==> config.mk <==
export PLATFORM = sky130hd
export DESIGN_NAME = bvm_cfg
export DESIGN_NICKNAME = d
export VERILOG_FILES = /design/src/hdl/bvm_pkg.sv /design/src/hdl/bvm_cfg.sv
export SDC_FILE = /design/constraint.sdc
export NUM_CORES = 1
export LEC_CHECK = 0
export BUFFER_PORTS_ARGS = -buffer_cell sky130_fd_sc_hd__buf_2
export CORE_MARGIN = 5
export CORE_UTILIZATION = 45
export DETAILED_ROUTE_END_ITERATION = 10
export GPL_TIMING_DRIVEN = 0
export PLACE_DENSITY_LB_ADDON = 0.25
export RECOVER_POWER = 50
export SLEW_MARGIN = 5
export SYNTH_ARGS = -nofsm -noshare
export SYNTH_HDL_FRONTEND = slang
export SYNTH_SLANG_ARGS = --single-unit
==> constraint.sdc <==
create_clock -name clk -period 1.6 [get_ports clk]
set_clock_uncertainty 0.2 [all_clocks]
set_input_delay 0.16 -clock clk [delete_from_list [all_inputs] [get_ports clk]]
set_output_delay 0.16 -clock clk [all_outputs]
set_load 0.005 [all_outputs]
==> src/hdl/bvm_pkg.sv <==
// ---------------------------------------------------------------------------
// bvm_pkg
// Shared types, widths, constants and codes of the validated bus voltage
// measurement pipeline.
// ---------------------------------------------------------------------------
package bvm_pkg;

	// converter and calibration constants
	localparam int unsigned ADC_TOP_CODE  = 4095;
	localparam int unsigned CAL_SUPPLY_MV = 3000;

	// field widths
	localparam int RAW_W   = 12;
	localparam int STAMP_W = 32;
	localparam int REG16_W = 16;
	localparam int CFG_W   = 32;
	localparam int IDX_W   = 3;
	localparam int ERR_W   = 4;
	localparam int SUP_W   = 16;
	localparam int BUS_W   = 20;

	// internal widths
	localparam int NUM_W    = 28;               // cal supply * reference calibration
	localparam int BD_W     = RAW_W + REG16_W;  // bus count * divider ratio
	localparam int PROD_W   = BD_W + NUM_W;     // full bus numerator
	localparam int DEN_W    = RAW_W + REG16_W;  // reference count * full scale
	localparam int BUS_Q_W  = DEN_W;            // bus quotient before the q8 shift
	localparam int SUP_Q_W  = RAW_W;            // supply quotient
	localparam int DIV_STAGES = BUS_Q_W;

	// limit constants
	localparam logic [REG16_W-1:0] SUPPLY_FLOOR_MV = REG16_W'(1800);
	localparam logic [REG16_W-1:0] SUPPLY_CEIL_MV  = REG16_W'(3600);
	localparam logic [REG16_W-1:0] FULL_SCALE_C    = REG16_W'(ADC_TOP_CODE);
	localparam logic [NUM_W-1:0]   CAL_SUPPLY_C    = NUM_W'(CAL_SUPPLY_MV);
	localparam logic [NUM_W-1:0]   CAL_LOW_C       = NUM_W'(1170 * ADC_TOP_CODE);
	localparam logic [NUM_W-1:0]   CAL_HIGH_C      = NUM_W'(1250 * ADC_TOP_CODE);

	// register indexes
	localparam logic [IDX_W-1:0] REG_MAX_AGE    = IDX_W'(0);
	localparam logic [IDX_W-1:0] REG_MAX_SKEW   = IDX_W'(1);
	localparam logic [IDX_W-1:0] REG_SUPPLY_MIN = IDX_W'(2);
	localparam logic [IDX_W-1:0] REG_SUPPLY_MAX = IDX_W'(3);
	localparam logic [IDX_W-1:0] REG_REF_CAL    = IDX_W'(4);
	localparam logic [IDX_W-1:0] REG_DIVIDER    = IDX_W'(5);

	// register reset values
	localparam logic [CFG_W-1:0]   RST_MAX_AGE    = CFG_W'(1000);
	localparam logic [CFG_W-1:0]   RST_MAX_SKEW   = CFG_W'(100);
	localparam logic [REG16_W-1:0] RST_SUPPLY_MIN = REG16_W'(3000);
	localparam logic [REG16_W-1:0] RST_SUPPLY_MAX = REG16_W'(3600);
	localparam logic [REG16_W-1:0] RST_REF_CAL    = REG16_W'(1655);
	localparam logic [REG16_W-1:0] RST_DIVIDER    = REG16_W'(4864);

	// error codes
	localparam logic [ERR_W-1:0] ERR_OK        = ERR_W'(0);
	localparam logic [ERR_W-1:0] ERR_LIMITS    = ERR_W'(1);
	localparam logic [ERR_W-1:0] ERR_MISSING   = ERR_W'(2);
	localparam logic [ERR_W-1:0] ERR_CAL       = ERR_W'(3);
	localparam logic [ERR_W-1:0] ERR_REF       = ERR_W'(4);
	localparam logic [ERR_W-1:0] ERR_BUS_SAT   = ERR_W'(5);
	localparam logic [ERR_W-1:0] ERR_STALE     = ERR_W'(6);
	localparam logic [ERR_W-1:0] ERR_SKEW      = ERR_W'(7);
	localparam logic [ERR_W-1:0] ERR_SUPPLY    = ERR_W'(8);

	// configuration register file contents
	typedef struct packed {
		logic [CFG_W-1:0]   age_limit_us;
		logic [CFG_W-1:0]   max_skew_us;
		logic [REG16_W-1:0] supply_min_mv;
		logic [REG16_W-1:0] supply_max_mv;
		logic [REG16_W-1:0] factory_ref_cal;
		logic [REG16_W-1:0] divider_ratio_q8;
	} cfg_t;

	// one word inside the divider pipeline; the low fields shift quotient bits in
	typedef struct packed {
		logic [ERR_W-1:0]   err;
		logic               sat;
		logic [DEN_W-1:0]   bus_rem;
		logic [BUS_Q_W-1:0] bus_low;
		logic [DEN_W-1:0]   bus_den;
		logic [RAW_W-1:0]   sup_rem;
		logic [SUP_Q_W-1:0] sup_low;
		logic [RAW_W-1:0]   sup_den;
	} div_word_t;

endpackage

==> src/hdl/bvm_cfg.sv <==
// ---------------------------------------------------------------------------
// bvm_cfg
// Configuration register file with a plain write port; writes to unused
// indexes are dropped.
// ---------------------------------------------------------------------------
module bvm_cfg import bvm_pkg::*; (
	input  logic             clk,
	input  logic             arst_n,
	input  logic             cfg_wr_en,
	input  logic [IDX_W-1:0] cfg_index,
	input  logic [CFG_W-1:0] cfg_wdata,
	output cfg_t             cfg
);

	cfg_t cfg_q;

	// register writes
	always_ff @(posedge clk or negedge arst_n) begin
		if (!arst_n) begin
			cfg_q.age_limit_us     <= RST_MAX_AGE;
			cfg_q.max_skew_us      <= RST_MAX_SKEW;
			cfg_q.supply_min_mv    <= RST_SUPPLY_MIN;
			cfg_q.supply_max_mv    <= RST_SUPPLY_MAX;
			cfg_q.factory_ref_cal  <= RST_REF_CAL;
			cfg_q.divider_ratio_q8 <= RST_DIVIDER;
		end else if (cfg_wr_en) begin
			unique case (cfg_index)
				REG_MAX_AGE:    cfg_q.age_limit_us     <= cfg_wdata;
				REG_MAX_SKEW:   cfg_q.max_skew_us      <= cfg_wdata;
				REG_SUPPLY_MIN: cfg_q.supply_min_mv    <= cfg_wdata[REG16_W-1:0];
				REG_SUPPLY_MAX: cfg_q.supply_max_mv    <= cfg_wdata[REG16_W-1:0];
				REG_REF_CAL:    cfg_q.factory_ref_cal  <= cfg_wdata[REG16_W-1:0];
				REG_DIVIDER:    cfg_q.divider_ratio_q8 <= cfg_wdata[REG16_W-1:0];
				default: ;
			endcase
		end
	end

	assign cfg = cfg_q;

endmodule

Word-level counts from Yosys, hierarchy flattened. Cells that the tools add are included.

Flip-flop bits (word level): 128. Word-level logic and storage cells: 18. Input bits: 38.

Reduce and logical (&&, ||, !) cells: 7. Equal/unequal tests: 5.

Operators by type and width (number): $reduce_and 2->1 (6); $eq 3x2->1 const B (2); $eq 3x3->1 const B (2); $eq 3x1->1 const B (1); $logic_not 3->1 (1).

Logic depth before layout (Yosys ltp).
Word-level depth: 2. Gate-level depth with buffers: 5.

Worst setup path after synthesis. No wires, ideal clock.

Path type: input -> register. From: input cfg_index[0]. To: register cfg_q (netlist bit cfg[117]). Arrival time: 1225 ps. Stages: 4. Setup time: 125 ps. Setup slack: 50 ps. Path through: buf_2 nor4b_4 buf_6 mux2_2.

Word-level cells in the longest chain between the ends: 2.

RTL lines: from (decl) (RTL line bvm_cfg.sv:10) `input logic [IDX_W-1:0] cfg_index,`; $logic_not 3->1 (RTL line bvm_cfg.sv:27) `unique case (cfg_index)`; $reduce_and 2->1 (no source line); to (decl) (RTL line bvm_cfg.sv:15) `cfg_t cfg_q;`.

Every way passes these cells. A chain may end at the register's enable or synchronous reset.

Final worst setup path.
From: input cfg_index[0]. To: register cfg_q (netlist bit cfg[11]).

Word-level cells in the longest chain between the ends: 2.

RTL lines (RTL line): $eq 3x3->1 (bvm_cfg.sv:27); $reduce_and 2->1 (no source line).

Every way passes these cells.

==> reports/qor.yml <==
run:
  drv_cap: 0
place:
  placed_cells: 581
  io_buffers: 164
  gp_congestion: 0.723
  hpwl_um: 7770
setup_path:
  timing.critical_path.from: "cfg_index[0]"
  cp_max_fo: 10
  r2r_start: "cfg[60]"
  crit_required_ns: 1.78
  criticalPathCategory: "in -> reg"
  end_kind: "register"
  start_kind: "input pin"
  cp.arrival_ns: 1.72
power_and_ir_drop:
  peakVddDrop_uv: 639
  p_total_mw: 10.3
  p_leak_nw: 3.24
  power_density_nw_per_um2: 1500
clocking:
  clk_latency_ns: 0.49
  cts_tree: "done"
  cts.path.max_buffers: 2
  clock-root-buffer: "clkbuf_8"
  clock_sinks: 128
  path_clk_slew_ns: 0.06
  htreeDepth: 4
  numCtsBuffers: 17
final_layout:
  largest_register_ffs: 128
  fin_nets: 536
  area_growth_pct: 39.8
  final_common_cell: "buf_2"
  drive_above_1_share: 0.699
  antenna_cells: 0
  fin_cells: 651
  final_cell_mix: "buf_2, mux2_2, dfrtp_1, dlygate4sd3_1, dfstp_2"
route:
  route.detailed.wl_per_inst_um: 16.9
  antenna_left: 0
  wl_um: 11000
  firstDrtPassIters: 4
  drc: 0
  vias: 3147
  initialDrtViolationCount: 92
  vias_per_cell: 4.83
synthesis:
  synth_cell_type_count: 12
  yosys_warnings: 0
  muxShareOfSynthArea: 0.294
  synth_compound_area_frac: 0
  syn_area_um2: 4900
  post-synth-top-area-fraction: 0.495
  synth_top_family_by_area: "multiplexers"
  synthesis.instances: 276
  yosysSeqAreaShare: 0.661
  synth_seq_cells: 128
  synth.avg_cell_area_um2: 17.8
  synth_area_leaders: "dfrtp_1, mux2_2, dfstp_2, mux2_1, buf_6"
  synth_largest_area_cell: "dfrtp_1"
  synthAdderAreaFrac: 0
  syn_nets: 314
  synth_simple_gate_area_share: 0.0176
  synth-xor-area-share: 0
sta:
  setup_viol: 0
  holdWs_ns: -0.0243
  max_slew_margin: 0.523
  hold_viol_final: 10
  slew_violations: 0
  fin_crit_sh: 0.962
  tightestPinTransition_ns: 0.715
  setup_tns_ns: 0
  max_freq_mhz: 650
  period_minus_slack_ns: 1.54
  grt_setup_unrepaired: "false"
floorplanning:
  die_h_um: 114
  core_area_um2: 10700
  die_x_um: 114
  ios: 166
  die_area_um2: 13100
  start_util: 0.456
  fp-row-count: 38
global_route:
  antenna_found_initial: 0
  grt_usage: 0.177
  grt_pass1_vias: 3387
  overflow: 0
  grt_max_degree: 69
  grt_pass1_wl_um: 17700
outcome:
  violations: "negative hold slack"
  outcome: "finished, violations left"
worst_hold_path:
  hold_path_class: "in -> async"
==> synthesized netlist by cell type, drive strengths merged <==
library cell and n:
mux2 128, dfrtp 97, dfstp 31, buf 14
nand4b 2, nor4bb 2, and4bb 1, nor4b 1
==> path summary, 6_finish.rpt <==
check                            to  cells past startpoint  slack (ns)
max in group asynchronous    cfg[1]                      3        0.20
max                         cfg[11]                      4        0.06
min in group clk            cfg[64]                      4        0.12
min reg2reg                cfg[121]                      1        0.28
min                         cfg[67]                      2       -0.02
max reg2reg                 cfg[60]                      1        0.61
==> per-stage QoR <==
stage	util	instance area [µm²]	setup slack, ns
floorplan	-	4900	0.0503
global placement	0.549	5900	-1.35
detailed placement	0.552	5930	-0.167
CTS	0.644	6920	0.0286
global route	0.638	6860	0.0255
finish	0.638	6860	0.0613
==> cells by family (layout without fill, tap and decap cells) <==
logic type / count (synthesis) / in the layout
muxes: 128 / 128
DFF: 128 / 128
buffers and inverters: 14 / 249
and+or+nand+nor: 6 / 6
==> metal layers <==
metal,routed length [µm],share of wire,global-route usage
met3,759,0.069,0.0539
met4,87,0.0079,0.0705
met1,4380,0.40,0.213
met5,0,0,0
met2,5780,0.53,0.299
==> power breakdown <==
group | total (mW) | switching [mW] | internal [mW]
registers | 4.41 | 0.335 | 4.08
logic | 1.82 | 0.737 | 1.09
clock network | 4.06 | 1.37 | 2.69
==> what timing repair did <==
action / in CTS / in global routing
buffers inserted: 0 / 3
resized for setup: 0 / 0
setup endpoints to repair: 0 / 2
hold endpoints to repair: 250 / 0
hold buffers: 35 / 0
==> final cells by class <==
cell class              count  area [µm²]
plain buffers              14        83.8
clock buffers              18         418
fillers                   840        3890
multi-input cells         134        1520
repair buffers            203        1210
well taps                 140         175
clock inverters            14         215
flip-flops and latches    128        3240
==> worst max-delay path: stages <==
cell and delay, ns:
clkbuf_1 0.16, nand4b_1 0.39, clkbuf_1 0.60, mux2_2 0.41
No activity file was read; power rests on OpenSTA's default activity.
