$ cat src/hdl/bvm_pkg.sv
// ---------------------------------------------------------------------------
// bvm_pkg
// Shared types, widths, constants and codes of the validated bus voltage
// measurement pipeline.
// ---------------------------------------------------------------------------
package bvm_pkg;

	// converter and calibration constants
	localparam int unsigned ADC_TOP_CODE  = 4095;
	localparam int unsigned CAL_SUPPLY_MV = 3000;

	// field widths
	localparam int RAW_W   = 12;
	localparam int STAMP_W = 32;
	localparam int REG16_W = 16;
	localparam int CFG_W   = 32;
	localparam int IDX_W   = 3;
	localparam int ERR_W   = 4;
	localparam int SUP_W   = 16;
	localparam int BUS_W   = 20;

	// internal widths
	localparam int NUM_W    = 28;               // cal supply * reference calibration
	localparam int BD_W     = RAW_W + REG16_W;  // bus count * divider ratio
	localparam int PROD_W   = BD_W + NUM_W;     // full bus numerator
	localparam int DEN_W    = RAW_W + REG16_W;  // reference count * full scale
	localparam int BUS_Q_W  = DEN_W;            // bus quotient before the q8 shift
	localparam int SUP_Q_W  = RAW_W;            // supply quotient
	localparam int DIV_STAGES = BUS_Q_W;

	// limit constants
	localparam logic [REG16_W-1:0] SUPPLY_FLOOR_MV = REG16_W'(1800);
	localparam logic [REG16_W-1:0] SUPPLY_CEIL_MV  = REG16_W'(3600);
	localparam logic [REG16_W-1:0] FULL_SCALE_C    = REG16_W'(ADC_TOP_CODE);
	localparam logic [NUM_W-1:0]   CAL_SUPPLY_C    = NUM_W'(CAL_SUPPLY_MV);
	localparam logic [NUM_W-1:0]   CAL_LOW_C       = NUM_W'(1170 * ADC_TOP_CODE);
	localparam logic [NUM_W-1:0]   CAL_HIGH_C      = NUM_W'(1250 * ADC_TOP_CODE);

	// register indexes
	localparam logic [IDX_W-1:0] REG_MAX_AGE    = IDX_W'(0);
	localparam logic [IDX_W-1:0] REG_MAX_SKEW   = IDX_W'(1);
	localparam logic [IDX_W-1:0] REG_SUPPLY_MIN = IDX_W'(2);
	localparam logic [IDX_W-1:0] REG_SUPPLY_MAX = IDX_W'(3);
	localparam logic [IDX_W-1:0] REG_REF_CAL    = IDX_W'(4);
	localparam logic [IDX_W-1:0] REG_DIVIDER    = IDX_W'(5);

	// register reset values
	localparam logic [CFG_W-1:0]   RST_MAX_AGE    = CFG_W'(1000);
	localparam logic [CFG_W-1:0]   RST_MAX_SKEW   = CFG_W'(100);
	localparam logic [REG16_W-1:0] RST_SUPPLY_MIN = REG16_W'(3000);
	localparam logic [REG16_W-1:0] RST_SUPPLY_MAX = REG16_W'(3600);
	localparam logic [REG16_W-1:0] RST_REF_CAL    = REG16_W'(1655);
	localparam logic [REG16_W-1:0] RST_DIVIDER    = REG16_W'(4864);

	// error codes
	localparam logic [ERR_W-1:0] ERR_OK        = ERR_W'(0);
	localparam logic [ERR_W-1:0] ERR_LIMITS    = ERR_W'(1);
	localparam logic [ERR_W-1:0] ERR_MISSING   = ERR_W'(2);
	localparam logic [ERR_W-1:0] ERR_CAL       = ERR_W'(3);
	localparam logic [ERR_W-1:0] ERR_REF       = ERR_W'(4);
	localparam logic [ERR_W-1:0] ERR_BUS_SAT   = ERR_W'(5);
	localparam logic [ERR_W-1:0] ERR_STALE     = ERR_W'(6);
	localparam logic [ERR_W-1:0] ERR_SKEW      = ERR_W'(7);
	localparam logic [ERR_W-1:0] ERR_SUPPLY    = ERR_W'(8);

	// configuration register file contents
	typedef struct packed {
		logic [CFG_W-1:0]   age_limit_us;
		logic [CFG_W-1:0]   max_skew_us;
		logic [REG16_W-1:0] supply_min_mv;
		logic [REG16_W-1:0] supply_max_mv;
		logic [REG16_W-1:0] factory_ref_cal;
		logic [REG16_W-1:0] divider_ratio_q8;
	} cfg_t;

	// one word inside the divider pipeline; the low fields shift quotient bits in
	typedef struct packed {
		logic [ERR_W-1:0]   err;
		logic               sat;
		logic [DEN_W-1:0]   bus_rem;
		logic [BUS_Q_W-1:0] bus_low;
		logic [DEN_W-1:0]   bus_den;
		logic [RAW_W-1:0]   sup_rem;
		logic [SUP_Q_W-1:0] sup_low;
		logic [RAW_W-1:0]   sup_den;
	} div_word_t;

endpackage

$ cat src/hdl/bvm_div.sv
// ---------------------------------------------------------------------------
// bvm_div
// Restoring divider pipeline, one quotient bit per stage. The bus lane runs
// through every stage; the supply lane finishes in its first stages and is
// then carried unchanged.
// ---------------------------------------------------------------------------
module bvm_div import bvm_pkg::*; (
	input  logic      clk,
	input  logic      arst_n,
	input  logic      in_valid,
	input  div_word_t in_word,
	output logic      out_valid,
	output div_word_t out_word
);

	div_word_t             word_s [DIV_STAGES];
	logic [DIV_STAGES-1:0] valid_s;
	div_word_t             feed [DIV_STAGES+1];
	logic [DIV_STAGES:0]   feed_valid;

	assign feed[0]       = in_word;
	assign feed_valid[0] = in_valid;

	for (genvar k = 0; k < DIV_STAGES; k++) begin : g_stage
		logic [DEN_W:0] t_bus, d_bus;
		logic           ge_bus;
		logic [RAW_W:0] t_sup, d_sup;
		logic           ge_sup;
		div_word_t      nxt;

		// one quotient bit for each lane
		always_comb begin
			nxt    = feed[k];
			t_bus  = {feed[k].bus_rem, feed[k].bus_low[BUS_Q_W-1]};
			ge_bus = t_bus >= {1'b0, feed[k].bus_den};
			d_bus  = t_bus - {1'b0, feed[k].bus_den};
			nxt.bus_rem = ge_bus ? d_bus[DEN_W-1:0] : t_bus[DEN_W-1:0];
			nxt.bus_low = {feed[k].bus_low[BUS_Q_W-2:0], ge_bus};
			t_sup  = {feed[k].sup_rem, feed[k].sup_low[SUP_Q_W-1]};
			ge_sup = t_sup >= {1'b0, feed[k].sup_den};
			d_sup  = t_sup - {1'b0, feed[k].sup_den};
			if (k < SUP_Q_W) begin
				nxt.sup_rem = ge_sup ? d_sup[RAW_W-1:0] : t_sup[RAW_W-1:0];
				nxt.sup_low = {feed[k].sup_low[SUP_Q_W-2:0], ge_sup};
			end
		end

		// stage valid bit
		always_ff @(posedge clk or negedge arst_n) begin
			if (!arst_n) begin
				valid_s[k] <= 1'b0;
			end else begin
				valid_s[k] <= feed_valid[k];
			end
		end

		// stage word
		always_ff @(posedge clk) begin
			word_s[k] <= nxt;
		end

		assign feed[k+1]       = word_s[k];
		assign feed_valid[k+1] = valid_s[k];
	end

	assign out_valid = feed_valid[DIV_STAGES];
	assign out_word  = feed[DIV_STAGES];

endmodule
$ cat config.mk
export PLATFORM = sky130hd
export DESIGN_NAME = bvm_div
export DESIGN_NICKNAME = d
export VERILOG_FILES = /design/src/hdl/bvm_pkg.sv /design/src/hdl/bvm_div.sv
export SDC_FILE = /design/constraint.sdc
export NUM_CORES = 2
export LEC_CHECK = 0
export BUFFER_PORTS_ARGS = -buffer_cell sky130_fd_sc_hd__buf_2
export CAP_MARGIN = 25
export CELL_PAD_IN_SITES_DETAIL_PLACEMENT = 1
export CELL_PAD_IN_SITES_GLOBAL_PLACEMENT = 2
export CORE_ASPECT_RATIO = 2
export CORE_MARGIN = 2
export CORE_UTILIZATION = 39
export CTS_BUF_LIST = sky130_fd_sc_hd__clkbuf_4
export DETAILED_ROUTE_END_ITERATION = 8
export GPL_TIMING_DRIVEN = 0
export PLACE_DENSITY = 0.8
export SLEW_MARGIN = 5
export SYNTH_ARGS = -nofsm -noshare
export SYNTH_HDL_FRONTEND = slang
export SYNTH_SLANG_ARGS = --single-unit
$ cat constraint.sdc
create_clock -name clk -period 3.4 [get_ports clk]
set_input_delay 0.17 -clock clk [delete_from_list [all_inputs] [get_ports clk]]
set_output_delay 0.17 -clock clk [all_outputs]
set_load 0.05 [all_outputs]
# Word-level counts from Yosys, hierarchy flattened
# Memories as Yosys holds them, arrays and structs flattened.
# Index checks and enable logic that the tools add are counted.
word_totals:
  regBits: 28
  ram_bits: 3500
  in_bits: 128
  output_inout_bits: 126
  word_cells: 149
  mem_count: 1
classes:
  n_addsub: 40
  magnitude_cmp: 40
  muxes: 40
mem_list:
  columns: ["memory", "depth", "width", "read_ports", "rd_clocked_by_memory_dff", "write_ports", "line_no", "rtl"]
  rows:
  - ["word_s", 28, 125, 28, 0, 28, "bvm_div.sv:16", "div_word_t word_s [DIV_STAGES];"]
ops:
  columns: ["operator", "n"]
  rows:
  - ["$ge 29x28->1", 28]
  - ["$mux 28", 28]
  - ["$sub 28x28->28", 28]
  - ["$ge 13x12->1", 12]
  - ["$mux 12", 12]
  - ["$sub 12x12->12", 12]

# Depth between registers and ports, before layout
depth:
  depth_word: 2
  ltp_mapped: 15
  mapped_depth_nobuf: 13

# Least setup slack after synthesis
# OpenSTA, ideal clock, no wires.
synth_path:
  path_type: "flip-flop to flip-flop"
  startpoint: "memory word_s[2][591] (netlist name)"
  endpoint: "memory word_s[2][743] (netlist name)"
  setup_time_ns: 0.121
  arrival_time_ns: 3.092
  required_ns: 3.279
  setup_slack_ns: 0.188
  stages_incl_launch_ff: 14
  n_path_buf: 0
  period_less_slack_ns: 3.212
  path_cell_list: "dfxtp_1 inv_1 ha_1 fa_1 nand2b_1 a21boi_0 o21ai_0 and4b_1 o31ai_1 a41oi_1 a31oi_1 a221oi_1 xnor2_1 mux2_2"
synth_rtl:
  columns: ["element", "line_no"]
  rows:
  - ["from (decl)", "bvm_div.sv:16"]

==> flow_summary.ini <==
[die]
initial_core_util_pct = 39.2
coreArea_um2 = 329000
num_rows = 298
pin_count = 254
die_area_um2 = 336000
fp.dieW_um = 411
die_y_um = 818

[cts]
insertion_delay_ps = 1530
clk_pin_slew_ps = 70
cts-htree-levels = 6
cts.path.max_buffers = 4
numCtsBuffers = 781
cts_tree = yes
cts-root-buf = clkbuf_4
cts.sinks = 3528

[routing]
dr.pass1.iters = 5
ant_nets = 0
first_iter_violations = 2803
routed_wl_um = 426000
routedWlPerCell_um = 22.4
vias_per_cell = 5.04
drc = 0
via_count = 95600

[setup_path]
cp-end-kind = flip-flop
slowest_stage = dlygate4sd3_1
crit_chain = buf_2 > dlygate4sd3_1 > ha_1 > dlygate4sd3_1 > a21oi_1 > dlygate4sd3_1 > o21ai_0 > nand3_1 > o211ai_1 > a221o_1 > a41oi_1 > o21ai_4 > buf_2 > buf_2 > a21oi_1
critPathTopFamily = buffers and inverters
reg2regPathDepth = 15
r2r_setup_slack_ps = -370
rr_endpoint = word_s[0][743]
worstSetupPathType = in -> reg
crit_buf_inv = 6
critPathArrivalTime_ps = 5180
startpoint_type = input pin
crit_path_max_fanout = 10
crit_path_max_incr_delay_ps = 650
timing.rr.start = word_s[0][546]
worstPathRequired_ps = 4730

[final_layout]
syn2layout_area_growth_pct = 22.8
drive_above_1_share_pct = 21.8
utilization_pct = 48.2
stdcell_area_um2 = 159000
fin_nets = 15100

[min_path]
whs_path_depth = 2
hold_class = in -> reg
hold_path.startpoint = in_word[38]
worstHoldEndpoint = word_s[0][38]

[sta]
holdWs_ps = -627
period_minus_slack_ps = 3850
fmax_mhz = 260
setup-tns-final_ps = -18520
hold_viol = 8
tightestPinTransition_ps = 1160
rsz0062_at_grt = yes
drv_slew = 0
clock_skew_ps = 133
slew_headroom_pct = 21.6
setup_viol_count_final = 121
fin_crit_sh_pct = 113
fin_ws_ps = -451

[global_route]
grt_start_max_net_pins = 29
antenna_found_initial = 34
grt_pass1_vias = 107000
grt-ovfl-total = 0
grt_first_pass_wirelength_um = 621000
grt_usage_pct = 24.6

[placed_design]
placed_cell_area_um2 = 136000
gp_congestion = 0.957
portBuffers = 253
dp_hpwl_um = 327000

[status]
outcome = finished with violations
violations = hold timing, setup timing

[synthesis]
ys_types = 98
synth_top_area_share_pct = 54.3
syn_avg_cell_area_um2 = 10.5
synth-seq-area-share_pct = 54.8
syn_nets = 13300
yosysTopAreaCell = dfxtp_1
syn_area_um2 = 129000
synth_warnings = 0
synth_edf_count = 0
synth-main-ff-cell = dfxtp_1
ys_top_cells_by_area = dfxtp_1 (54%), ha_1 (9.0%), inv_1 (3.5%), mux2_2 (3.5%), a21oi_1 (3.0%)
syn-instance-count = 12200
ys_seq_elements = 3528
async_reset_ff_share_pct = 0.794

[pwr]
pwr_density_cell_nw_per_um2 = 1140
total_power_mw = 181
leakage_nw = 72.2
peakVddDrop_v = 0.000589

[job]
maxCapViolCount = 0
[per-stage QoR]
stage / instances / worst slack [ps]
2_1_floorplan: 12200 / 188
3_3_place_gp: 16800 / -2420
3_5_place_dp: 16900 / -1900
4_1_cts: 18700 / -286
5_1_grt: 19000 / -327
6_report: 19000 / -451
[per-layer routing]
metal / global-route usage (%) / vias to the layer above / part of all wire [%]
met4: 25.5 / 4 / 12
li1: - / 45700 / -
met1: 16.0 / 46100 / 26
met5: 0 / - / 0.0063
met2: 52.2 / 2282 / 59
met3: 3.97 / 1578 / 3.1
[placed cells by master (no fill, tap or decap), types with 66 or more instances in the layout]
master,instances
inv_1,1203
ha_4,80
a21o_1,439
dfxtp_2,89
diode_2,80
a21oi_2,71
clkinv_1,175
mux2_2,340
o21ai_1,66
nand2b_1,94
nor2b_1,114
clkbuf_4,1091
a31oi_1,69
xnor2_1,411
nand3_1,147
dlygate4sd3_1,384
clkbuf_1,66
nor3_1,114
o21bai_1,89
a21oi_1,684
ha_1,799
dfxtp_1,3390
nand2_1,706
xor2_1,291
buf_2,263
and3_1,72
nand4_1,157
buf_4,422
o21ai_0,526
nor2_1,566
o21a_1,116
[what timing repair did]
item	CTS	global route
gates resized for setup	1043	429
pin swaps	177	173
cloned	8	7
endpoints found under the setup margin	888	706
hold endpoints to repair	153	37
hold buffers	323	63
setup buffers	190	118
[worst reg2reg max path, stage by stage, from the launching register on]
cell and delay (ps):
dfxtp_2 330, inv_1 60, ha_4 280, nand4_1 110, buf_6 150, buf_4 150, nor2_1 370, o32a_1 370
a311oi_2 160, o31a_2 330, o211ai_1 380, a41oi_4 200, buf_12 200, buf_12 140, clkinv_8 40, mux2_4 320
[worst max path at each step]
stage	from	endpoint	cells past startpoint
6_report	in_word[100]	word_s[0][113]	15
2_1_floorplan	word_s[2][591]	word_s[2][743]	13
4_1_cts	word_s[0][592]	word_s[0][743]	13
3_5_place_dp	word_s[2][37]	word_s[2][225]	14
5_1_grt	word_s[1][290]	word_s[1][468]	16
3_3_place_gp	word_s[2][162]	word_s[2][348]	12
[synthesized netlist by cell type (all sizes together) (94+ instances only)]
library cell and instances:
a21o 442, a21oi 782, buf 192, clkbuf 158, dfxtp 3500, ha 928
inv 1222, mux2 398, nand2 727, nand2b 94, nand3 158, nand4 157
nor2 587, nor2b 125, nor3 133, o21a 120, o21ai 644, o21bai 94
xnor2 411, xor2 291
[sequential cells by signal, indices dropped and copies added, names as in the netlist]
register / cells
feed_valid: 27
out_valid: 1
word_s: 3500
[power by group]
part           internal (mW)  leakage [nW]  switching, mW  total (mW)
clock network           16.3          5.85           16.5        32.8
logic                   37.8          36.5           49.8        87.7
registers               53.8          29.8           6.56        60.3
[layout make-up]
type,instances,area (um2)
inverter,1222,4610
timing repair buffer,973,8230
sequential,3528,71000
clock inverter,284,1810
buffer,318,2730
tap,4350,5440
fill,35900,171000
antenna,80,200
clock buffer,1079,8100
multi-input combinational,7141,56500
[cells by family after synthesis]
kind of cell,share of synthesized area [%]
compound gates,13.6
xor+xnor,4.76
fa+ha+maj,9.61
buf+inv,5.02
flops,54.8
mux,3.87
simple gates,8.34
(Power assumes the default switching activity.)
