**src/hdl/bvm_pkg.sv**
```systemverilog
// ---------------------------------------------------------------------------
// bvm_pkg
// Shared types, widths, constants and codes of the validated bus voltage
// measurement pipeline.
// ---------------------------------------------------------------------------
package bvm_pkg;

	// converter and calibration constants
	localparam int unsigned ADC_TOP_CODE  = 4095;
	localparam int unsigned CAL_SUPPLY_MV = 3000;

	// field widths
	localparam int RAW_W   = 12;
	localparam int STAMP_W = 32;
	localparam int REG16_W = 16;
	localparam int CFG_W   = 32;
	localparam int IDX_W   = 3;
	localparam int ERR_W   = 4;
	localparam int SUP_W   = 16;
	localparam int BUS_W   = 20;

	// internal widths
	localparam int NUM_W    = 28;               // cal supply * reference calibration
	localparam int BD_W     = RAW_W + REG16_W;  // bus count * divider ratio
	localparam int PROD_W   = BD_W + NUM_W;     // full bus numerator
	localparam int DEN_W    = RAW_W + REG16_W;  // reference count * full scale
	localparam int BUS_Q_W  = DEN_W;            // bus quotient before the q8 shift
	localparam int SUP_Q_W  = RAW_W;            // supply quotient
	localparam int DIV_STAGES = BUS_Q_W;

	// limit constants
	localparam logic [REG16_W-1:0] SUPPLY_FLOOR_MV = REG16_W'(1800);
	localparam logic [REG16_W-1:0] SUPPLY_CEIL_MV  = REG16_W'(3600);
	localparam logic [REG16_W-1:0] FULL_SCALE_C    = REG16_W'(ADC_TOP_CODE);
	localparam logic [NUM_W-1:0]   CAL_SUPPLY_C    = NUM_W'(CAL_SUPPLY_MV);
	localparam logic [NUM_W-1:0]   CAL_LOW_C       = NUM_W'(1170 * ADC_TOP_CODE);
	localparam logic [NUM_W-1:0]   CAL_HIGH_C      = NUM_W'(1250 * ADC_TOP_CODE);

	// register indexes
	localparam logic [IDX_W-1:0] REG_MAX_AGE    = IDX_W'(0);
	localparam logic [IDX_W-1:0] REG_MAX_SKEW   = IDX_W'(1);
	localparam logic [IDX_W-1:0] REG_SUPPLY_MIN = IDX_W'(2);
	localparam logic [IDX_W-1:0] REG_SUPPLY_MAX = IDX_W'(3);
	localparam logic [IDX_W-1:0] REG_REF_CAL    = IDX_W'(4);
	localparam logic [IDX_W-1:0] REG_DIVIDER    = IDX_W'(5);

	// register reset values
	localparam logic [CFG_W-1:0]   RST_MAX_AGE    = CFG_W'(1000);
	localparam logic [CFG_W-1:0]   RST_MAX_SKEW   = CFG_W'(100);
	localparam logic [REG16_W-1:0] RST_SUPPLY_MIN = REG16_W'(3000);
	localparam logic [REG16_W-1:0] RST_SUPPLY_MAX = REG16_W'(3600);
	localparam logic [REG16_W-1:0] RST_REF_CAL    = REG16_W'(1655);
	localparam logic [REG16_W-1:0] RST_DIVIDER    = REG16_W'(4864);

	// error codes
	localparam logic [ERR_W-1:0] ERR_OK        = ERR_W'(0);
	localparam logic [ERR_W-1:0] ERR_LIMITS    = ERR_W'(1);
	localparam logic [ERR_W-1:0] ERR_MISSING   = ERR_W'(2);
	localparam logic [ERR_W-1:0] ERR_CAL       = ERR_W'(3);
	localparam logic [ERR_W-1:0] ERR_REF       = ERR_W'(4);
	localparam logic [ERR_W-1:0] ERR_BUS_SAT   = ERR_W'(5);
	localparam logic [ERR_W-1:0] ERR_STALE     = ERR_W'(6);
	localparam logic [ERR_W-1:0] ERR_SKEW      = ERR_W'(7);
	localparam logic [ERR_W-1:0] ERR_SUPPLY    = ERR_W'(8);

	// configuration register file contents
	typedef struct packed {
		logic [CFG_W-1:0]   age_limit_us;
		logic [CFG_W-1:0]   max_skew_us;
		logic [REG16_W-1:0] supply_min_mv;
		logic [REG16_W-1:0] supply_max_mv;
		logic [REG16_W-1:0] factory_ref_cal;
		logic [REG16_W-1:0] divider_ratio_q8;
	} cfg_t;

	// one word inside the divider pipeline; the low fields shift quotient bits in
	typedef struct packed {
		logic [ERR_W-1:0]   err;
		logic               sat;
		logic [DEN_W-1:0]   bus_rem;
		logic [BUS_Q_W-1:0] bus_low;
		logic [DEN_W-1:0]   bus_den;
		logic [RAW_W-1:0]   sup_rem;
		logic [SUP_Q_W-1:0] sup_low;
		logic [RAW_W-1:0]   sup_den;
	} div_word_t;

endpackage

```
**src/hdl/bvm_check.sv**
```systemverilog
// ---------------------------------------------------------------------------
// bvm_check
// Three-stage front end: sample ages, products and all validity checks,
// ending in the error code and the dividend and divisor words for the divider.
// ---------------------------------------------------------------------------
module bvm_check import bvm_pkg::*; (
	input  logic               clk,
	input  logic               arst_n,
	input  logic               in_valid,
	input  logic [RAW_W-1:0]   bus_raw,
	input  logic               bus_ok,
	input  logic [STAMP_W-1:0] bus_stamp_us,
	input  logic [RAW_W-1:0]   ref_raw,
	input  logic               ref_ok,
	input  logic [STAMP_W-1:0] ref_stamp_us,
	input  logic [STAMP_W-1:0] now_stamp_us,
	input  cfg_t               cfg,
	output logic               out_valid,
	output div_word_t          out_word
);

	// stage 1 registers
	logic               valid_s1;
	logic [STAMP_W-1:0] bus_age_s1, ref_age_s1;
	logic               lim_bad_s1, miss_s1, ref_bad_s1, bus_sat_s1;
	logic [BD_W-1:0]    bd_s1;
	logic [NUM_W-1:0]   num_s1;
	logic [DEN_W-1:0]   den_s1;
	logic [RAW_W-1:0]   ref_raw_s1;

	// stage 2 registers
	logic               valid_s2;
	logic               lim_bad_s2, miss_s2, ref_bad_s2, bus_sat_s2;
	logic               cal_bad_s2, stale_s2;
	logic [STAMP_W-1:0] skew_s2;
	logic [PROD_W-1:0]  prod_s2;
	logic [NUM_W-1:0]   num_s2, rmin_s2, rmax_s2;
	logic [DEN_W-1:0]   den_s2;
	logic [RAW_W-1:0]   ref_raw_s2;

	// stage 3 registers
	logic               valid_s3;
	div_word_t          word_s3;

	logic               lim_bad;
	logic [STAMP_W-1:0] skew;
	logic [ERR_W-1:0]   err;
	logic               skew_bad, range_bad;

	// configuration limit check
	always_comb begin
		lim_bad = (cfg.age_limit_us == '0) || cfg.age_limit_us[CFG_W-1] ||
			(cfg.max_skew_us > cfg.age_limit_us) ||
			(cfg.supply_min_mv < SUPPLY_FLOOR_MV) ||
			(cfg.supply_max_mv > SUPPLY_CEIL_MV) ||
			(cfg.supply_min_mv >= cfg.supply_max_mv);
	end

	// valid bits
	always_ff @(posedge clk or negedge arst_n) begin
		if (!arst_n) begin
			valid_s1 <= 1'b0;
			valid_s2 <= 1'b0;
			valid_s3 <= 1'b0;
		end else begin
			valid_s1 <= in_valid;
			valid_s2 <= valid_s1;
			valid_s3 <= valid_s2;
		end
	end

	// stage 1: ages, flags and first products
	always_ff @(posedge clk) begin
		bus_age_s1 <= now_stamp_us - bus_stamp_us;
		ref_age_s1 <= now_stamp_us - ref_stamp_us;
		lim_bad_s1 <= lim_bad;
		miss_s1    <= !bus_ok || !ref_ok;
		ref_bad_s1 <= (ref_raw == '0) || (REG16_W'(ref_raw) >= FULL_SCALE_C);
		bus_sat_s1 <= REG16_W'(bus_raw) >= FULL_SCALE_C;
		bd_s1      <= BD_W'(bus_raw) * BD_W'(cfg.divider_ratio_q8);
		num_s1     <= CAL_SUPPLY_C * NUM_W'(cfg.factory_ref_cal);
		den_s1     <= DEN_W'(ref_raw) * DEN_W'(FULL_SCALE_C);
		ref_raw_s1 <= ref_raw;
	end

	// absolute age difference
	always_comb begin
		skew = (bus_age_s1 > ref_age_s1) ? bus_age_s1 - ref_age_s1
			: ref_age_s1 - bus_age_s1;
	end

	// stage 2: calibration and age checks, full numerator, supply window bounds
	always_ff @(posedge clk) begin
		lim_bad_s2 <= lim_bad_s1;
		miss_s2    <= miss_s1;
		ref_bad_s2 <= ref_bad_s1;
		bus_sat_s2 <= bus_sat_s1;
		cal_bad_s2 <= (num_s1 < CAL_LOW_C) || (num_s1 > CAL_HIGH_C);
		stale_s2   <= (bus_age_s1 > cfg.age_limit_us) || (ref_age_s1 > cfg.age_limit_us);
		skew_s2    <= skew;
		prod_s2    <= PROD_W'(bd_s1) * PROD_W'(num_s1);
		num_s2     <= num_s1;
		rmin_s2    <= NUM_W'(cfg.supply_min_mv) * NUM_W'(ref_raw_s1);
		rmax_s2    <= NUM_W'(cfg.supply_max_mv) * NUM_W'(ref_raw_s1);
		den_s2     <= den_s1;
		ref_raw_s2 <= ref_raw_s1;
	end

	// first failing check wins
	always_comb begin
		skew_bad  = skew_s2 > cfg.max_skew_us;
		range_bad = (num_s2 < rmin_s2) || (num_s2 > rmax_s2);
		if (lim_bad_s2)      err = ERR_LIMITS;
		else if (miss_s2)    err = ERR_MISSING;
		else if (cal_bad_s2) err = ERR_CAL;
		else if (ref_bad_s2) err = ERR_REF;
		else if (bus_sat_s2) err = ERR_BUS_SAT;
		else if (stale_s2)   err = ERR_STALE;
		else if (skew_bad)   err = ERR_SKEW;
		else if (range_bad)  err = ERR_SUPPLY;
		else                 err = ERR_OK;
	end

	// stage 3: error code and divider start words
	always_ff @(posedge clk) begin
		word_s3.err     <= err;
		word_s3.sat     <= prod_s2[PROD_W-1 -: DEN_W] >= den_s2;
		word_s3.bus_rem <= prod_s2[PROD_W-1 -: DEN_W];
		word_s3.bus_low <= prod_s2[BUS_Q_W-1:0];
		word_s3.bus_den <= den_s2;
		word_s3.sup_rem <= num_s2[SUP_Q_W +: RAW_W];
		word_s3.sup_low <= num_s2[SUP_Q_W-1:0];
		word_s3.sup_den <= ref_raw_s2;
	end

	assign out_valid = valid_s3;
	assign out_word  = word_s3;

endmodule

```
**config.mk**
```make
export PLATFORM = sky130hd
export DESIGN_NAME = bvm_check
export DESIGN_NICKNAME = d
export VERILOG_FILES = /design/src/hdl/bvm_pkg.sv /design/src/hdl/bvm_check.sv
export SDC_FILE = /design/constraint.sdc
export NUM_CORES = 2
export LEC_CHECK = 0
export BUFFER_PORTS_ARGS = -buffer_cell sky130_fd_sc_hd__buf_2
export CAP_MARGIN = 20
export CELL_PAD_IN_SITES_DETAIL_PLACEMENT = 0
export CELL_PAD_IN_SITES_GLOBAL_PLACEMENT = 1
export CORE_MARGIN = 2
export CORE_UTILIZATION = 50
export CTS_CLUSTER_SIZE = 25
export DETAILED_ROUTE_END_ITERATION = 8
export GPL_ROUTABILITY_DRIVEN = 0
export PLACE_DENSITY_LB_ADDON = 0.1
export SETUP_SLACK_MARGIN = 0.15
export SLEW_MARGIN = 20
export SYNTH_ARGS = -nofsm -noshare
export SYNTH_HDL_FRONTEND = slang
export SYNTH_SLANG_ARGS = --single-unit
```
**constraint.sdc**
```tcl
create_clock -name clk -period 8.5 [get_ports clk]
set_input_delay 1.7 -clock clk [delete_from_list [all_inputs] [get_ports clk]]
set_output_delay 1.7 -clock clk [all_outputs]
set_load 0.01 [all_outputs]
```
Word-level counts from Yosys, hierarchy flattened
Index checks and enable logic that the tools add are counted.
{"block": "totals", "ff_bits": 483, "in_bits": 253, "out_inout_bits": 126, "wordCells": 85}
{"block": "op_classes", "n_addsub": 4, "n_mul": 6, "n_lt_le_gt_ge": 15, "mux": 8, "n_reduce_logical": 16}
{"cell": "$gt 32x32->1", "count": 5}
{"cell": "$sub 32x32->32", "count": 4}
{"cell": "$mul 16x12->28", "count": 2}
{"cell": "$mul 28x25->53", "count": 1}
{"cell": "$logic_not 32->1", "count": 1}
{"cell": "$mux 32", "count": 1}
{"cell": "$ge 28x24->1", "count": 1}
{"cell": "$gt 28x23->1 const B", "count": 1}
{"cell": "$gt 28x28->1", "count": 1}
{"cell": "$lt 28x23->1 const B", "count": 1}
{"cell": "$lt 28x28->1", "count": 1}
{"cell": "$mul 12x16->28", "count": 1}
{"cell": "$mul 9x16->25 const A", "count": 1}
{"cell": "$ge 12x12->1 const B", "count": 2}
{"cell": "$mul 12x12->24 const B", "count": 1}
{"cell": "$ge 16x16->1", "count": 1}
{"cell": "$gt 16x12->1 const B", "count": 1}
{"cell": "$lt 16x11->1 const B", "count": 1}
{"cell": "$logic_not 12->1", "count": 1}
{"cell": "$mux 3", "count": 4}
{"cell": "$logic_or 1x1->1", "count": 10}
{"cell": "$reduce_or 7->1", "count": 1}
{"cell": "$mux 2", "count": 2}
{"cell": "$mux 4", "count": 1}
{"cell": "2 further kinds", "count": 3}

Depth between registers and ports, before layout
{"block": "logic_depth", "word_depth": 9, "mapped_depth": 29, "mapped_depth_nobuf": 27}

Least setup slack after synthesis
Ideal clock, no wire load.
{"block": "synth_path", "path_kind": "register to register", "start": "register num_s1[7]", "end": "register prod_s2[55]", "setup_ps": 121, "arrival_time_ps": 7007, "t_required_ps": 8379, "path_slack_ps": 1373, "stages_incl_launch_ff": 27, "n_path_buf": 2, "synth_period_minus_slack_ps": 7127, "path_cell_list": "dfxtp_1 > clkbuf_1 > buf_1 > nand2_1 > fa_1 > inv_1 > fa_1 > inv_1 > fa_1 > fa_1 > inv_1 > fa_1 > fa_1 > inv_1 > fa_1 > inv_1 > ha_1 > nand2_1 > nor3_1 > and3_1 > a31oi_1 > o31a_1 > o31a_1 > o31a_1 > o31ai_1 > a21oi_1 > xnor2_1"}
{"block": "synth_between", "elab_chain_len": 1}
{"element": "start, declared", "line": "bvm_check.sv:27", "source": "logic [NUM_W-1:0] num_s1;"}
{"element": "start signal, assigned", "line": "bvm_check.sv:81", "source": "num_s1 <= CAL_SUPPLY_C * NUM_W'(cfg.factory_ref_cal);"}
{"element": "$mul 28x25->53", "line": "bvm_check.sv:101", "source": "prod_s2 <= PROD_W'(bd_s1) * PROD_W'(num_s1);"}
{"element": "end signal, assigned", "line": "bvm_check.sv:101"}
{"element": "end, declared", "line": "bvm_check.sv:36", "source": "logic [PROD_W-1:0] prod_s2;"}
Every way passes these cells.
A chain may end at the register's enable or synchronous reset.

Worst setup path after layout
{"block": "layout_path", "start": "register num_s1[14]", "end": "register prod_s2[55]"}
Same word-level chain as after synthesis.

==> flow_metrics.tcl <==
set metrics [dict create \
    status "complete, no violations" \
    core_sq_um 135000 \
    synthCells 7450 \
    grt_max_degree 34 \
    startpoint_type "register" \
    grt_pass1_wl_um 294000 \
    critical_path_class "register to register" \
    fmax_mhz 126 \
    hold_viol_final 0 \
    die_h_um 373 \
    rows 135 \
    required_ps 9060 \
    cts.htree.levels 2 \
    routed-via-count 49800 \
    r2r_cells 26 \
    synth_area_leader_cell "fa_1" \
    finalCritPeriodShare 0.936 \
    slew-limit-headroom 0.257 \
    worstHoldStart "den_s1[5]" \
    avgSynthCellArea_sq_um 9.13 \
    drc 0 \
    fin_area_sq_um 73900 \
    dr.pass1.iters 5 \
    cts_tree "done" \
    antenna_found_initial 25 \
    synth-seq-cells 480 \
    setup_tns_ps 0 \
    fillers 12600 \
    cts_root_buf "clkbuf_16" \
    slew_violations 0 \
    r2r-start "num_s1[14]" \
    synth-edff-count 0 \
    synth_warnings 0 \
    hold_buffers 0 \
    yosysSeqAreaShare 0.141 \
    async_flop_share 0.00625 \
    rsz0062_at_grt "no" \
    r2r_end "prod_s2[55]" \
    initial_core_util 0.503 \
    ant_nets 0 \
    grt_pass1_vias 52100 \
    wl_um 184000 \
    die_area_sq_um 139000 \
    dp_hpwl_um 152000 \
    port-buffer-count 368 \
    grt_usage 0.270 \
    slowest_stage "dfxtp_1" \
    r2r_slack_ps 550 \
    dpl.cell_count 9409 \
    place_area_sq_um 71700 \
    arrival_ps 8510 \
    fin_cells 9535 \
    chipWidth_um 373 \
    ios 379 \
    syn_to_final_growth_pct 8.63 \
    syn_area_sq_um 68000 \
    period_needed_ps 7950 \
    critPathMaxFanout 13 \
    worstMarginPinSlew_ps 1100 \
    cts_buffer_depth 3 \
    final_cell_mix "1,623 x inv_1, 1,157 x fa_1, 862 x ha_1" \
    via_per_inst 5.22 \
    cp-end-kind "register" \
    cp_slowest_stage_delay_ps 800 \
    cap_violations 0 \
    ys_top_cells_by_area "fa_1 34%, ha_1 16%, dfxtp_1 14%, inv_1 9.0%, and2_1 5.4%" \
    synth.distinct_cells 70 \
    skew_ps 30.0 \
    synth_top_area_share 0.340 \
    grt.overflow.total 0 \
    cts_made_buffers 60 \
    hold_path_depth 0 \
    clk_latency_ps 700 \
    layout_commonest_cell "inv_1" \
    setup-violations-final 0 \
    ys.flop_type "dfxtp_1" \
    clk_pin_slew_worst_paths_ps 60 \
    clock_sinks 480 \
    final_layout_size_suffix_gt1_frac 0.0763 \
    min_delay_worst_endpoint "den_s2[5]" \
    wire_per_inst_um 19.3 \
    cp_common_cell "fa_1" \
    hp-class "register to register" \
    fin_nets 9962 \
    first_iter_violations 2636 \
]
-- layout make-up --
class / instances / area (sq um) / share of cell area
Antenna cell: 13 / 32.5 / 0.000440
Clock buffer: 73 / 1650 / 0.0223
Clock inverter: 40 / 547 / 0.00740
Inverter: 1623 / 6090 / 0.0824
Multi-Input combinational cell: 5073 / 51200 / 0.693
Sequential cell: 480 / 9630 / 0.130
Tap cell: 1781 / 2230 / 0.0302
Timing Repair Buffer: 452 / 2470 / 0.0335
-- critical path: cells and delay by family (launching register included) --
family,cells,cell delay (ps)
adder cells (fa/ha/maj),8,3860
XOR/XNOR,1,130
AND/OR/NAND/NOR,4,630
buffers and inverters,7,750
AO/OA/AOI/OAI,6,1660
flip-flops,1,800
-- synthesized netlist by cell type (14+ instances only) --
| cell type | n |
|---|---|
| a211oi_1 | 26 |
| clkbuf_1 | 261 |
| nor4_1 | 20 |
| a31oi_1 | 31 |
| nand2_1 | 805 |
| nor2b_1 | 51 |
| fa_1 | 1157 |
| ha_1 | 862 |
| nand4_1 | 81 |
| inv_1 | 1623 |
| xor2_1 | 58 |
| o21ai_0 | 154 |
| o21a_1 | 58 |
| nor3_1 | 47 |
| dfxtp_1 | 477 |
| nand2b_1 | 45 |
| and3_1 | 20 |
| o21bai_1 | 46 |
| or2_2 | 14 |
| and2_1 | 583 |
| xnor2_1 | 168 |
| a21o_1 | 175 |
| nand3_1 | 55 |
| nor2_1 | 168 |
| a21oi_1 | 282 |
| a21boi_0 | 14 |
-- cells by family (layout without fill, tap and decap cells) --
kind of cell,Yosys count,after routing,synth area share
buffers and inverters,1906,2188,0.106
AND/OR/NAND/NOR,1916,1916,0.139
other,1,23,0.0000551
AO/OA/AOI/OAI,889,889,0.0835
flip-flops,480,480,0.141
XOR/XNOR,226,226,0.0291
adder cells (fa/ha/maj),2019,2019,0.499
multiplexers,13,13,0.00191
-- metrics by stage --
| stage | utilization | hold WS (ps) | setup WS [ps] |
|---|---|---|---|
| after global placement | 0.530 | 310 | 483 |
| after floorplan | - | 310 | 1370 |
| final | 0.546 | 309 | 546 |
| after detailed placement | 0.530 | 312 | 475 |
| after global routing | 0.546 | 328 | 157 |
| after CTS | 0.546 | 301 | 428 |
-- routing by layer --
metal  GRT usage  wire length (um)  part of all wire
met1       0.385             85200              0.46
met2       0.425             83000              0.45
met3      0.0426             10800             0.059
met4      0.0716              5090             0.028
met5           0               126           0.00068
-- sequential cells by signal, indices dropped and copies added, names as in the netlist, 12 cells and up --
name and flops:
rmax_s2 28, ref_raw_s2 12, skew_s2 32, num_s2 25, ref_age_s1 32, bd_s1 28
out_word 114, bus_age_s1 32, rmin_s2 28, den_s1 23, den_s2 23, prod_s2 53
num_s1 25, ref_raw_s1 12
-- worst max path at each step --
| stage | startpoint | endpoint | cells after the start |
|---|---|---|---|
| 5_1_grt | num_s1[5] | prod_s2[55] | 24 |
| 2_1_floorplan | num_s1[7] | prod_s2[55] | 26 |
| 4_1_cts | num_s1[7] | prod_s2[55] | 26 |
| 3_3_place_gp | num_s1[7] | prod_s2[55] | 26 |
| 3_5_place_dp | num_s1[7] | prod_s2[55] | 26 |
| 6_report | num_s1[14] | prod_s2[55] | 26 |
-- what timing repair did --
| action | in CTS | in global routing |
|---|---|---|
| gates resized for setup | 0 | 4 |
| setup buffers | 0 | 0 |
| setup endpoints to repair | 0 | 2 |
Power is left out: the tool's default activity adds up to more than one toggle a clock period on the data nets, which glitch-free logic cannot reach.
